==> config.mk <==
export PLATFORM = sky130hd
export DESIGN_NAME = jtoc_cordic
export DESIGN_NICKNAME = d
export VERILOG_FILES = /design/src/hw/rtl/joystick_tilt_orientation_command_core_assert.svh /design/src/hw/rtl/jtoc_pkg.sv /design/src/hw/rtl/jtoc_cordic.sv
export SDC_FILE = /design/constraint.sdc
export NUM_CORES = 1
export LEC_CHECK = 0
export BUFFER_PORTS_ARGS = -buffer_cell sky130_fd_sc_hd__buf_2
export CORE_MARGIN = 1
export CORE_UTILIZATION = 50
export CTS_CLUSTER_DIAMETER = 150
export DETAILED_ROUTE_END_ITERATION = 8
export PLACE_DENSITY = 0.73
export SYNTH_ARGS = -nofsm -noshare
export SYNTH_HDL_FRONTEND = slang
export SYNTH_SLANG_ARGS = --single-unit
==> constraint.sdc <==
create_clock -name clk -period 9.9 [get_ports clk]
set_input_delay 0.495 -clock clk [delete_from_list [all_inputs] [get_ports clk]]
set_output_delay 0.495 -clock clk [all_outputs]
set_load 0.03 [all_outputs]
==> src/hw/rtl/joystick_tilt_orientation_command_core_assert.svh <==
// ----------------------------------------------------------------------------
// Assertion macros for the joystick tilt orientation core
// Concurrent checks clocked on clk and disabled while arst_n is low.
// ----------------------------------------------------------------------------
`ifndef JOYSTICK_TILT_ORIENTATION_COMMAND_CORE_ASSERT_SVH
`define JOYSTICK_TILT_ORIENTATION_COMMAND_CORE_ASSERT_SVH

// condition holds at every edge out of reset
`define JTOC_ASSERT_HOLDS(lbl, cond, msg) \
	lbl: assert property (@(posedge clk) disable iff (!arst_n) (cond)) else $error(msg);

// antecedent implies consequent in the same cycle
`define JTOC_ASSERT_IMPLIES(lbl, ante, cons, msg) \
	lbl: assert property (@(posedge clk) disable iff (!arst_n) (ante) |-> (cons)) \
		else $error(msg);

`endif

==> src/hw/rtl/jtoc_pkg.sv <==
// ----------------------------------------------------------------------------
// jtoc_pkg
// Shared types, angle constants and the CORDIC arctangent table.
// ----------------------------------------------------------------------------
package jtoc_pkg;

	localparam int DW = 34;

	// datapath word: angles in degrees * 2^16, trig values in Q30
	typedef logic signed [DW-1:0] dval_t;

	localparam dval_t DEG90    = 34'sd5898240;
	localparam dval_t DEG180   = 34'sd11796480;
	localparam dval_t DEG360   = 34'sd23592960;
	localparam dval_t CORDIC_K = 34'sd652032874;

	// register indexes on the config port
	localparam logic [1:0] REG_GAIN = 2'd0;
	localparam logic [1:0] REG_STEP = 2'd1;

	// item operation codes
	localparam logic OP_JOY  = 1'b0;
	localparam logic OP_TICK = 1'b1;

	typedef struct packed {
		logic start;
		logic vec;
	} cordic_cmd_t;

	// atan(2^-i) in degrees * 2^16
	function automatic dval_t atan_deg16(input logic [4:0] i);
		dval_t r;
		case (i)
			5'd0: r = 34'sd2949120;
			5'd1: r = 34'sd1740967;
			5'd2: r = 34'sd919879;
			5'd3: r = 34'sd466945;
			5'd4: r = 34'sd234379;
			5'd5: r = 34'sd117304;
			5'd6: r = 34'sd58666;
			5'd7: r = 34'sd29335;
			5'd8: r = 34'sd14668;
			5'd9: r = 34'sd7334;
			5'd10: r = 34'sd3667;
			5'd11: r = 34'sd1833;
			5'd12: r = 34'sd917;
			5'd13: r = 34'sd458;
			5'd14: r = 34'sd229;
			5'd15: r = 34'sd115;
			5'd16: r = 34'sd57;
			5'd17: r = 34'sd29;
			5'd18: r = 34'sd14;
			5'd19: r = 34'sd7;
			5'd20: r = 34'sd4;
			5'd21: r = 34'sd2;
			5'd22: r = 34'sd1;
			default: r = '0;
		endcase
		return r;
	endfunction

endpackage

==> src/hw/rtl/jtoc_cordic.sv <==
// ----------------------------------------------------------------------------
// jtoc_cordic
// Iterative CORDIC, one micro-rotation per cycle: sin/cos or atan2.
// ----------------------------------------------------------------------------
module jtoc_cordic #(
	parameter int ITER = 16
) (
	input  logic                 clk,
	input  logic                 arst_n,
	input  jtoc_pkg::cordic_cmd_t cmd,
	input  jtoc_pkg::dval_t      x_in,
	input  jtoc_pkg::dval_t      y_in,
	input  jtoc_pkg::dval_t      z_in,
	output logic                 done,
	output jtoc_pkg::dval_t      x_out,
	output jtoc_pkg::dval_t      y_out,
	output jtoc_pkg::dval_t      z_out
);
	import jtoc_pkg::*;

	localparam int IW = $clog2(ITER);

	dval_t          x_q, y_q, z_q;
	logic [IW-1:0]  i_q;
	logic           busy_q, neg_q, vec_q, done_q;

	dval_t zw, zr, xs, ys, at;
	logic  fold_hi, fold_lo, d;

	always_comb begin
		// range reduce to -90..90, remember a half-turn fold
		zw      = (z_in >= DEG180) ? z_in - DEG360 : z_in;
		fold_hi = zw > DEG90;
		fold_lo = zw < -DEG90;
		zr      = fold_hi ? zw - DEG180 : (fold_lo ? zw + DEG180 : zw);
		xs      = x_q >>> i_q;
		ys      = y_q >>> i_q;
		at      = atan_deg16(5'(i_q));
		// d: counter-clockwise micro-rotation
		d       = vec_q ? y_q[DW-1] : ~z_q[DW-1];
	end

	always_ff @(posedge clk or negedge arst_n) begin
		if (!arst_n) begin
			busy_q <= 1'b0;
			done_q <= 1'b0;
			neg_q  <= 1'b0;
			vec_q  <= 1'b0;
			i_q    <= '0;
		end else begin
			done_q <= 1'b0;
			if (cmd.start && !busy_q) begin
				busy_q <= 1'b1;
				i_q    <= '0;
				vec_q  <= cmd.vec;
				if (cmd.vec) begin
					neg_q <= 1'b0;
					if (x_in[DW-1]) begin
						x_q <= y_in;
						y_q <= -x_in;
						z_q <= DEG90;
					end else begin
						x_q <= x_in;
						y_q <= y_in;
						z_q <= '0;
					end
				end else begin
					x_q   <= CORDIC_K;
					y_q   <= '0;
					z_q   <= zr;
					neg_q <= fold_hi | fold_lo;
				end
			end else if (busy_q) begin
				if (d) begin
					x_q <= x_q - ys;
					y_q <= y_q + xs;
					z_q <= z_q - at;
				end else begin
					x_q <= x_q + ys;
					y_q <= y_q - xs;
					z_q <= z_q + at;
				end
				if (i_q == IW'(ITER - 1)) begin
					busy_q <= 1'b0;
					done_q <= 1'b1;
				end else begin
					i_q <= i_q + 1'b1;
				end
			end
		end
	end

	assign done  = done_q;
	assign x_out = neg_q ? -x_q : x_q;
	assign y_out = neg_q ? -y_q : y_q;
	assign z_out = z_q;

endmodule

======== Word-level counts from Yosys, hierarchy flattened ========
Memories as Yosys holds them, arrays and structs flattened.
Index checks and enable logic that the tools add are counted.
W data, S select, Z words.
storage, ports and cells
  flip-flop bits (word level) ............. 110
  bits in latches ......................... 0
  RAM bits ................................ 0
  ROM bits ................................ 352
  bits of input ports ..................... 106
  output and inout bits ................... 103
  logic and storage cells ................. 67
  memories ................................ 1
operators by class
  $add $sub $neg .......................... 13
  multiply operators ...................... 0
  divide/modulo/power cells ............... 0
  order comparisons ....................... 3
  eq/ne operators ......................... 2
  shifts and indexed selects .............. 2
  multiplexer cells ....................... 31
  bitwise gates (word level) .............. 2
  reduce and logical (&&, ||, !) cells .... 5
memories
  memory           depth  width  read ports  clocked after Yosys merged registers in  write ports  line            text
  (no name shown)  16     22     1           0                                        0            jtoc_pkg.sv:33  case (i)
operator list
  operator                  count
  $mux W34                  19
  $add A34 B34 Y34          3
  $neg A34 Y34              3
  $sub A34 B34 Y34          3
  $sshr A34 B4 Y34          2
  $add A34 B25 Y34 const B  1
  $ge A34 B25 Y1 const B    1
  $gt A34 B24 Y1 const B    1
  $lt A34 B24 Y1 const B    1
  $sub A34 B25 Y34 const B  1
  $sub A34 B26 Y34 const B  1
  $mux W23                  1
  $mux W4                   3
  $mux W1                   8
  $add A4 B1 Y4 const B     1
  $eq A4 B4 Y1 const B      1
  $reduce_and A2 Y1         2
  $ne A2 B2 Y1 const B      1
  $reduce_bool A2 Y1        1
  $logic_and A1 B1 Y1       1
  $logic_not A1 Y1          1
  $not A1 Y1                1
  $or A1 B1 Y1              1

======== Depth between registers and ports, before layout ========
Gate-level depths: netlist of run 1.
  depth in word-level cells ............... 7
  depth in mapped cells ................... 28

======== Worst setup path after synthesis of run 1 ========
OpenSTA, ideal clock, no wires.
  path kind ............................... flip-flop to flip-flop
  from .................................... register i_q[0]
  to ...................................... register z_q[33], in the netlist z_out[33] (data pin)
  setup time .............................. 0.149 ns
  data arrival time ....................... 5.837 ns
  data required time ...................... 9.751 ns
  path slack .............................. 3.914 ns
  stages on the path, launching flop included .. 26
  path buffers ............................ 5
  period minus slack after synthesis ...... 5.986 ns
  cell sequence ........................... dfrtp_1 clkbuf_1 inv_1 buf_2 buf_2 buf_1 ha_1 clkbuf_1 mux4_2 ha_1 nand3_1 nor3b_1 and3_1 and3_1 or2_2 xnor2_1 ha_1 a21o_1 a21o_1 a21oi_1 nand3_1 a221oi_1 o21ai_0 a31o_2 a311o_1 a2bb2oi_1
on the way
  cells in the longest elaborated chain, start to end .. 5
  elaborated cells on any way between the ends .. 6
  classes of those cells .................. add/sub (2); mux (3); memory (1)
ends and longest elaborated chain
  item                                                         line                                  text
  from (decl)                                                  jtoc_cordic.sv:24                     logic [IW-1:0] i_q;
  from (signal assigned)                                       jtoc_cordic.sv:87                     i_q <= i_q + 1'b1;
  $mem_v2 Z16 W22 (*)                                          --
  $add A34 B34 Y34 / $sub A34 B34 Y34 (equally long branches)  jtoc_cordic.sv:81, jtoc_cordic.sv:77
  $mux W34 (*)                                                 jtoc_cordic.sv:74                     if (d) begin
  $mux W34 (*)                                                 jtoc_cordic.sv:73                     end else if (busy_q) begin
  $mux W34 (*)                                                 jtoc_cordic.sv:52                     if (cmd.start && !busy_q) begin
  to (signal assigned)                                         jtoc_cordic.sv:70                     z_q <= zr;
  to (signal assigned)                                         jtoc_cordic.sv:77                     z_q <= z_q - at;
  to (signal assigned)                                         jtoc_cordic.sv:81                     z_q <= z_q + at;
  to (decl)                                                    jtoc_cordic.sv:23                     dval_t x_q, y_q, z_q;
Every way passes the cells marked *; elsewhere a longest branch is shown, timed or not. The select of a mux whose other input is x is not followed.
A chain may end at the register's enable or synchronous reset.

======== Worst setup path after layout of run 1 ========
  from .................................... register i_q[0]
  to ...................................... register y_q[33] (data pin)
on the way
  cells in the longest elaborated chain, start to end .. 5
  elaborated cells on any way between the ends .. 6
  classes of those cells .................. add/sub (2); shift (1); mux (3)
ends and longest elaborated chain
  item                                                         line                                  text
  $sshr A34 B4 Y34 (*)                                         jtoc_cordic.sv:36                     xs = x_q >>> i_q;
  $sub A34 B34 Y34 / $add A34 B34 Y34 (equally long branches)  jtoc_cordic.sv:80, jtoc_cordic.sv:76
  $mux W34 (*)                                                 jtoc_cordic.sv:74
  $mux W34 (*)                                                 jtoc_cordic.sv:73
  $mux W34 (*)                                                 jtoc_cordic.sv:52
  to (signal assigned)                                         jtoc_cordic.sv:60                     y_q <= -x_in;
  to (signal assigned)                                         jtoc_cordic.sv:76                     y_q <= y_q + xs;
  to (signal assigned)                                         jtoc_cordic.sv:80                     y_q <= y_q - xs;
  to (decl)                                                    jtoc_cordic.sv:23
Marks and branches as above.

==> impl_metrics.tcl, run 1 <==
set metrics [dict create \
    status "finished clean" \
    wl_um 67300 \
    ant_nets 0 \
    place.gp.congestion 1.05 \
    achievable-frequency_mhz 139 \
    synth_top_area_share_pct 15.8 \
    finalMaxSlewViolations 0 \
    ys_warn_count 0 \
    fillers 3609 \
    ys_types 103 \
    criticalPathCategory "reg -> reg" \
    finalCritPeriodShare_pct 72.9 \
    synth.area.top_cells "edfxtp_1, xnor2_1, ha_1, mux2i_1, mux4_2" \
    drt_first_pass_iters 8 \
    vias_per_cell 6.63 \
    netlist_instances 2362 \
    synthesis.nets 2591 \
    htree_num_levels 3 \
    yosysTopAreaCell "edfxtp_1" \
    drc 0 \
    synth_seq_cells 110 \
    grt_pass1_wl_um 103000 \
    finalSetupViolations 0 \
    n_antenna_cell 0 \
    worst_setup_path_start_kind "flop" \
    wl_per_cell_um 22.7 \
    synthFlopType "edfxtp_1" \
    multi_input_area_um2 15200 \
    tightest_slew_ps 1110 \
    critPathRequiredTime_ps 10010 \
    syn-cell-area_um2 19300 \
    final_layout_size_suffix_gt1_share_pct 15.2 \
    clkTransAtPathRegs_ps 90 \
    max_slew_margin_pct 24.9 \
    drt_iter0_markers 2459 \
    root_buffer "clkbuf_16" \
    dieArea_um2 39500 \
    syn_avg_cell_area_um2 8.19 \
    ys_seq_area_share_pct 16.9 \
    grt_max_degree 75 \
    die_x_um 199 \
    utilization_pct 54.9 \
    clock_latency_ps 390 \
    fin_nets 2676 \
    num_rows 71 \
    grt-ovfl-total 0 \
    clock_sinks 110 \
    start_util_pct 51.1 \
    antenna_found_initial 0 \
    hold_viol_final 0 \
    synth-edff-count 102 \
    seq_area_um2 3270 \
    hold_path_class "in -> reg" \
    grt_setup_unrepaired "false" \
    worst-path-max-fanout 35 \
    core_um2 37800 \
    cts_tree "yes" \
    port_buffers 208 \
    yosys-top-cells-count "xnor2_1, nand2_1, nor2_1" \
    clk_path_buf_depth 2 \
    die_y_um 199 \
    numCtsBuffers 9 \
    totalNegativeSetupSlack_ps 0 \
    crit_path_end_kind "flop" \
    cp.arrival_ps 7320 \
    syn_to_final_growth_pct 7.48 \
    grt_pass1_vias 18200 \
    grt_usage_pct 33.5 \
    vias 19600 \
    place.detailed.hpwl_um 51300 \
    min_period_ps 7220 \
    skew_ps 11.7 \
    synth_most_common_cell "xnor2_1" \
    ys_async_sr_fraction_pct 7.27 \
    cap_violations 0 \
    boundaryPins 209 \
]
## path summary, 6_finish.rpt
kind	depth (start not counted)	start	slack, ps	endpoint
max in group asynchronous	2	arst_n	9090	i_q[1]
min reg2reg	2	vec_q	500	vec_q
max	21	i_q[0]	2680	y_q[33]
min	3	z_in[12]	430	z_out[12]
max reg2reg	21	i_q[0]	2680	y_q[33]
min in group asynchronous	2	arst_n	570	vec_q
## final cells by class
class	count	share of cell area, %
Tap cell	511	3.08
Clock buffer	9	1.08
Sequential cell	110	15.7
Timing Repair Buffer	225	5.64
Multi-Input combinational cell	2036	72.9
Clock inverter	7	0.361
Inverter	65	1.17
## cell usage in the layout (no fill, tap or decap), types with 21 or more instances in the layout
master    instances
a21oi_1         163
nand2b_1         38
edfxtp_1        102
nor2b_1          24
nand3_1          51
mux2i_1         136
inv_1            61
and3_1           23
ha_1            120
a21o_1           58
o31ai_1          27
xnor2_1         189
a22oi_1          30
nand2_1         183
nor4_1           22
nor2_1          173
nand3b_1         22
a31oi_1          32
and2_1           21
buf_2           207
o21ai_0         140
mux4_2           46
or3_1            30
a211oi_1         24
mux2_2           35
nor3_1           35
o22ai_1          62
xor2_1           90
o21a_1           22
## worst max-delay path, stage by stage (launching register included)
cell      delay [ps]
dfrtp_2          890
inv_1            690
mux2_2           510
a221oi_4         380
ha_1             290
nor2b_1          150
nand4_1          240
nor3_1           630
and2_1           270
nor2_1            60
xor2_1           180
ha_1             350
a21o_1           190
a21o_1           180
a221o_1          340
a31oi_1          150
a21boi_0         400
o21ai_0          160
or4_1            430
a31oi_1          210
xnor2_1          140
o22ai_1          100
## metal layers
layer | wire, um | GRT usage (%) | vias to the layer above | share of wire [%]
met1 | 29200 | 49.5 | 9369 | 43
met4 | 1200 | 7.55 | 0 | 1.8
met3 | 8470 | 7.05 | 102 | 13
met5 | 0 | 0 | - | 0
li1 | - | - | 9057 | -
met2 | 28500 | 49.5 | 1116 | 42
## stage by stage
step                area (um^2)  hold WS [ps]  cells  worst slack [ps]
floorplan                 19300           199   2362              3910
global placement          20500           376   2946              2980
detailed placement        20500           376   2946              2850
CTS                       20800           426   2963              2800
global route              20800           445   2963              2240
finish                    20800           432   2963              2680
## sequential cells by signal (all words and copies together), names as in the netlist
register and cells:
busy_q 1, neg_q 1, i_q 4, vec_q 1, done 1, y_q 34
z_out 34, x_q 34
## cell families after synthesis
kind of cell               share of synthesized area, %
AOI/OAI and AO/OA                                  24.7
xor gates and xnor gates                           12.6
adders and majority gates                          8.07
buffers and inverters                              4.84
DFF                                                16.9
muxes                                              14.6
and+or+nand+nor                                    18.3
## repair_timing
action | in CTS | in global routing
buffers inserted | 0 | 0
resized for setup | 0 | 0
setup endpoints to repair | 0 | 0
hold endpoints to repair | 8 | 0
hold buffers | 1 | 0
Power of run 1 is not shown: default switching activity piles up to over one toggle a cycle in this logic, so the estimate is an artifact.
==> run 2, diff against run 1 <==
- clock period: 9.9 -> 6.8 ns (I/O delays scaled with it)
==> impl_metrics.tcl, run 2 (synthesis gave the netlist of run 1 again) <==
set metrics [dict create \
    layout_common_cells "buf_2, xnor2_1, nand2_1" \
    skew_ps 10.1 \
    hold_viol_final 0 \
    grt_pass1_wl_um 107000 \
    clkTransAtPathRegs_ps 80 \
    n_antenna_cell 0 \
    fin_nets 2723 \
    start_util_pct 51.1 \
    num_rows 71 \
    boundaryPins 209 \
    grt_pass1_vias 18200 \
    worst-path-max-fanout 32 \
    r2r_slack_ps 320 \
    r2r_start "i_q[1]" \
    grt_usage_pct 35.6 \
    critPathRequiredTime_ps 6940 \
    startpoint "i_q[1]" \
    drt_iter0_markers 2110 \
    reg2reg_to "x_q[33]" \
    max_stage_delay_ps 780 \
    drt_first_pass_iters 8 \
    finalMaxSlewViolations 0 \
    grt_setup_unrepaired "false" \
    min_period_ps 6480 \
    vias 20000 \
    totalNegativeSetupSlack_ps 0 \
    grt-ovfl-total 0 \
    cp.arrival_ps 6620 \
    vias_per_cell 6.66 \
    status "finished clean" \
    wl_um 71100 \
    final_layout_size_suffix_gt1_share_pct 16.7 \
    ant_nets 0 \
    cp-endpoint "x_q[33]" \
    multi_input_area_um2 15200 \
    hold_path_class "in -> reg" \
    wl_per_cell_um 23.6 \
    core_um2 37800 \
    fillers 3602 \
    finalCritPeriodShare_pct 95.4 \
    place.detailed.hpwl_um 55700 \
    criticalPathCategory "reg -> reg" \
    clk_path_buf_depth 2 \
    max_slew_margin_pct 28.8 \
    dieArea_um2 39500 \
    tightest_slew_ps 1070 \
    place.gp.congestion 1.05 \
    achievable-frequency_mhz 154 \
    final_common_cell "buf_2" \
    worst_setup_path_start_kind "flop" \
    postCtsSetupRepairBufs 0 \
    crit_chain "buf_4 > mux4_2 > mux2i_1 > nand4_1 > a21boi_0 > and2_1 > nor2b_1 > nand3_1 > nor4_1 > nor2_1 > xor2_1 > ha_1 > and3_1 > and3_1 > a221o_1 > a21o_1 > a41oi_1 > a21oi_1 > o22ai_1 > xnor2_1 > o22ai_1" \
    drc 0 \
    numCtsBuffers 9 \
    syn_to_final_growth_pct 9.37 \
    port_buffers 208 \
    cp_slowest_cell "dfrtp_4" \
    antenna_found_initial 0 \
    seq_area_um2 3270 \
    die_y_um 199 \
    cap_violations 0 \
    cp_num_buf_inv 1 \
    die_x_um 199 \
    r2r_cells 21 \
    crit_cells 21 \
    grt_max_degree 75 \
    finalSetupViolations 0 \
    worst_path_dominant_cell_family "simple AND/OR/NAND/NOR gates" \
    crit_path_end_kind "flop" \
    clock_latency_ps 400 \
    htree_num_levels 3 \
    root_buffer "clkbuf_16" \
    clock_sinks 110 \
    cts_tree "yes" \
]
run 2: timing repair:
action,4_1_cts,5_1_grt
hold endpoints to repair,8,0
hold buffers,1,0
gates resized for setup,0,0
run 2: cell type report:
type	count	share of cell area (%)
inverter	65	1.15
clock inverter	6	0.284
timing repair buffer	272	7.33
multi-input combinational	2036	71.6
tap	511	3.02
sequential	110	15.5
clock buffer	10	1.08
run 2: worst min-delay path by stage:
| stage | from | to | cells past startpoint |
|---|---|---|---|
| finish | z_in[11] | z_out[11] | 2 |
| global route | z_in[11] | z_out[11] | 2 |
| CTS | z_in[11] | z_out[11] | 2 |
| detailed placement | arst_n | vec_q | 1 |
| global placement | arst_n | vec_q | 1 |
| floorplan | arst_n | busy_q | 0 |
run 2: routing by layer:
layer | track usage, % | wire (um) | part of all wire [%]
met1 | 52.7 | 31600 | 45
met3 | 8.82 | 8490 | 12
met2 | 51.3 | 29700 | 42
met5 | 0 | 0 | 0
met4 | 8.21 | 1230 | 1.7
run 2: through the flow:
stage	hold WS [ps]	utilization (%)	std cells	area, um^2	worst slack [ps]
5_1_grt	266	55.9	3010	21200	7.62
6_report	256	55.9	3010	21200	315
2_1_floorplan	44.4	-	2362	19300	814
3_5_place_dp	219	55.1	2993	20900	528
4_1_cts	234	55.9	3010	21200	482
3_3_place_gp	219	55.1	2993	20900	605
run 2: worst reg2reg max path: cells and delay by family (launching register included):
kind / cells / cell delay (ps)
AO/OA/AOI/OAI: 7 / 1630
XOR/XNOR: 2 / 320
adder cells (fa/ha/maj): 1 / 360
buffers and inverters: 1 / 300
flip-flops: 1 / 780
multiplexers: 2 / 890
AND/OR/NAND/NOR: 8 / 1950
Power of run 2 is left out for the same reason.
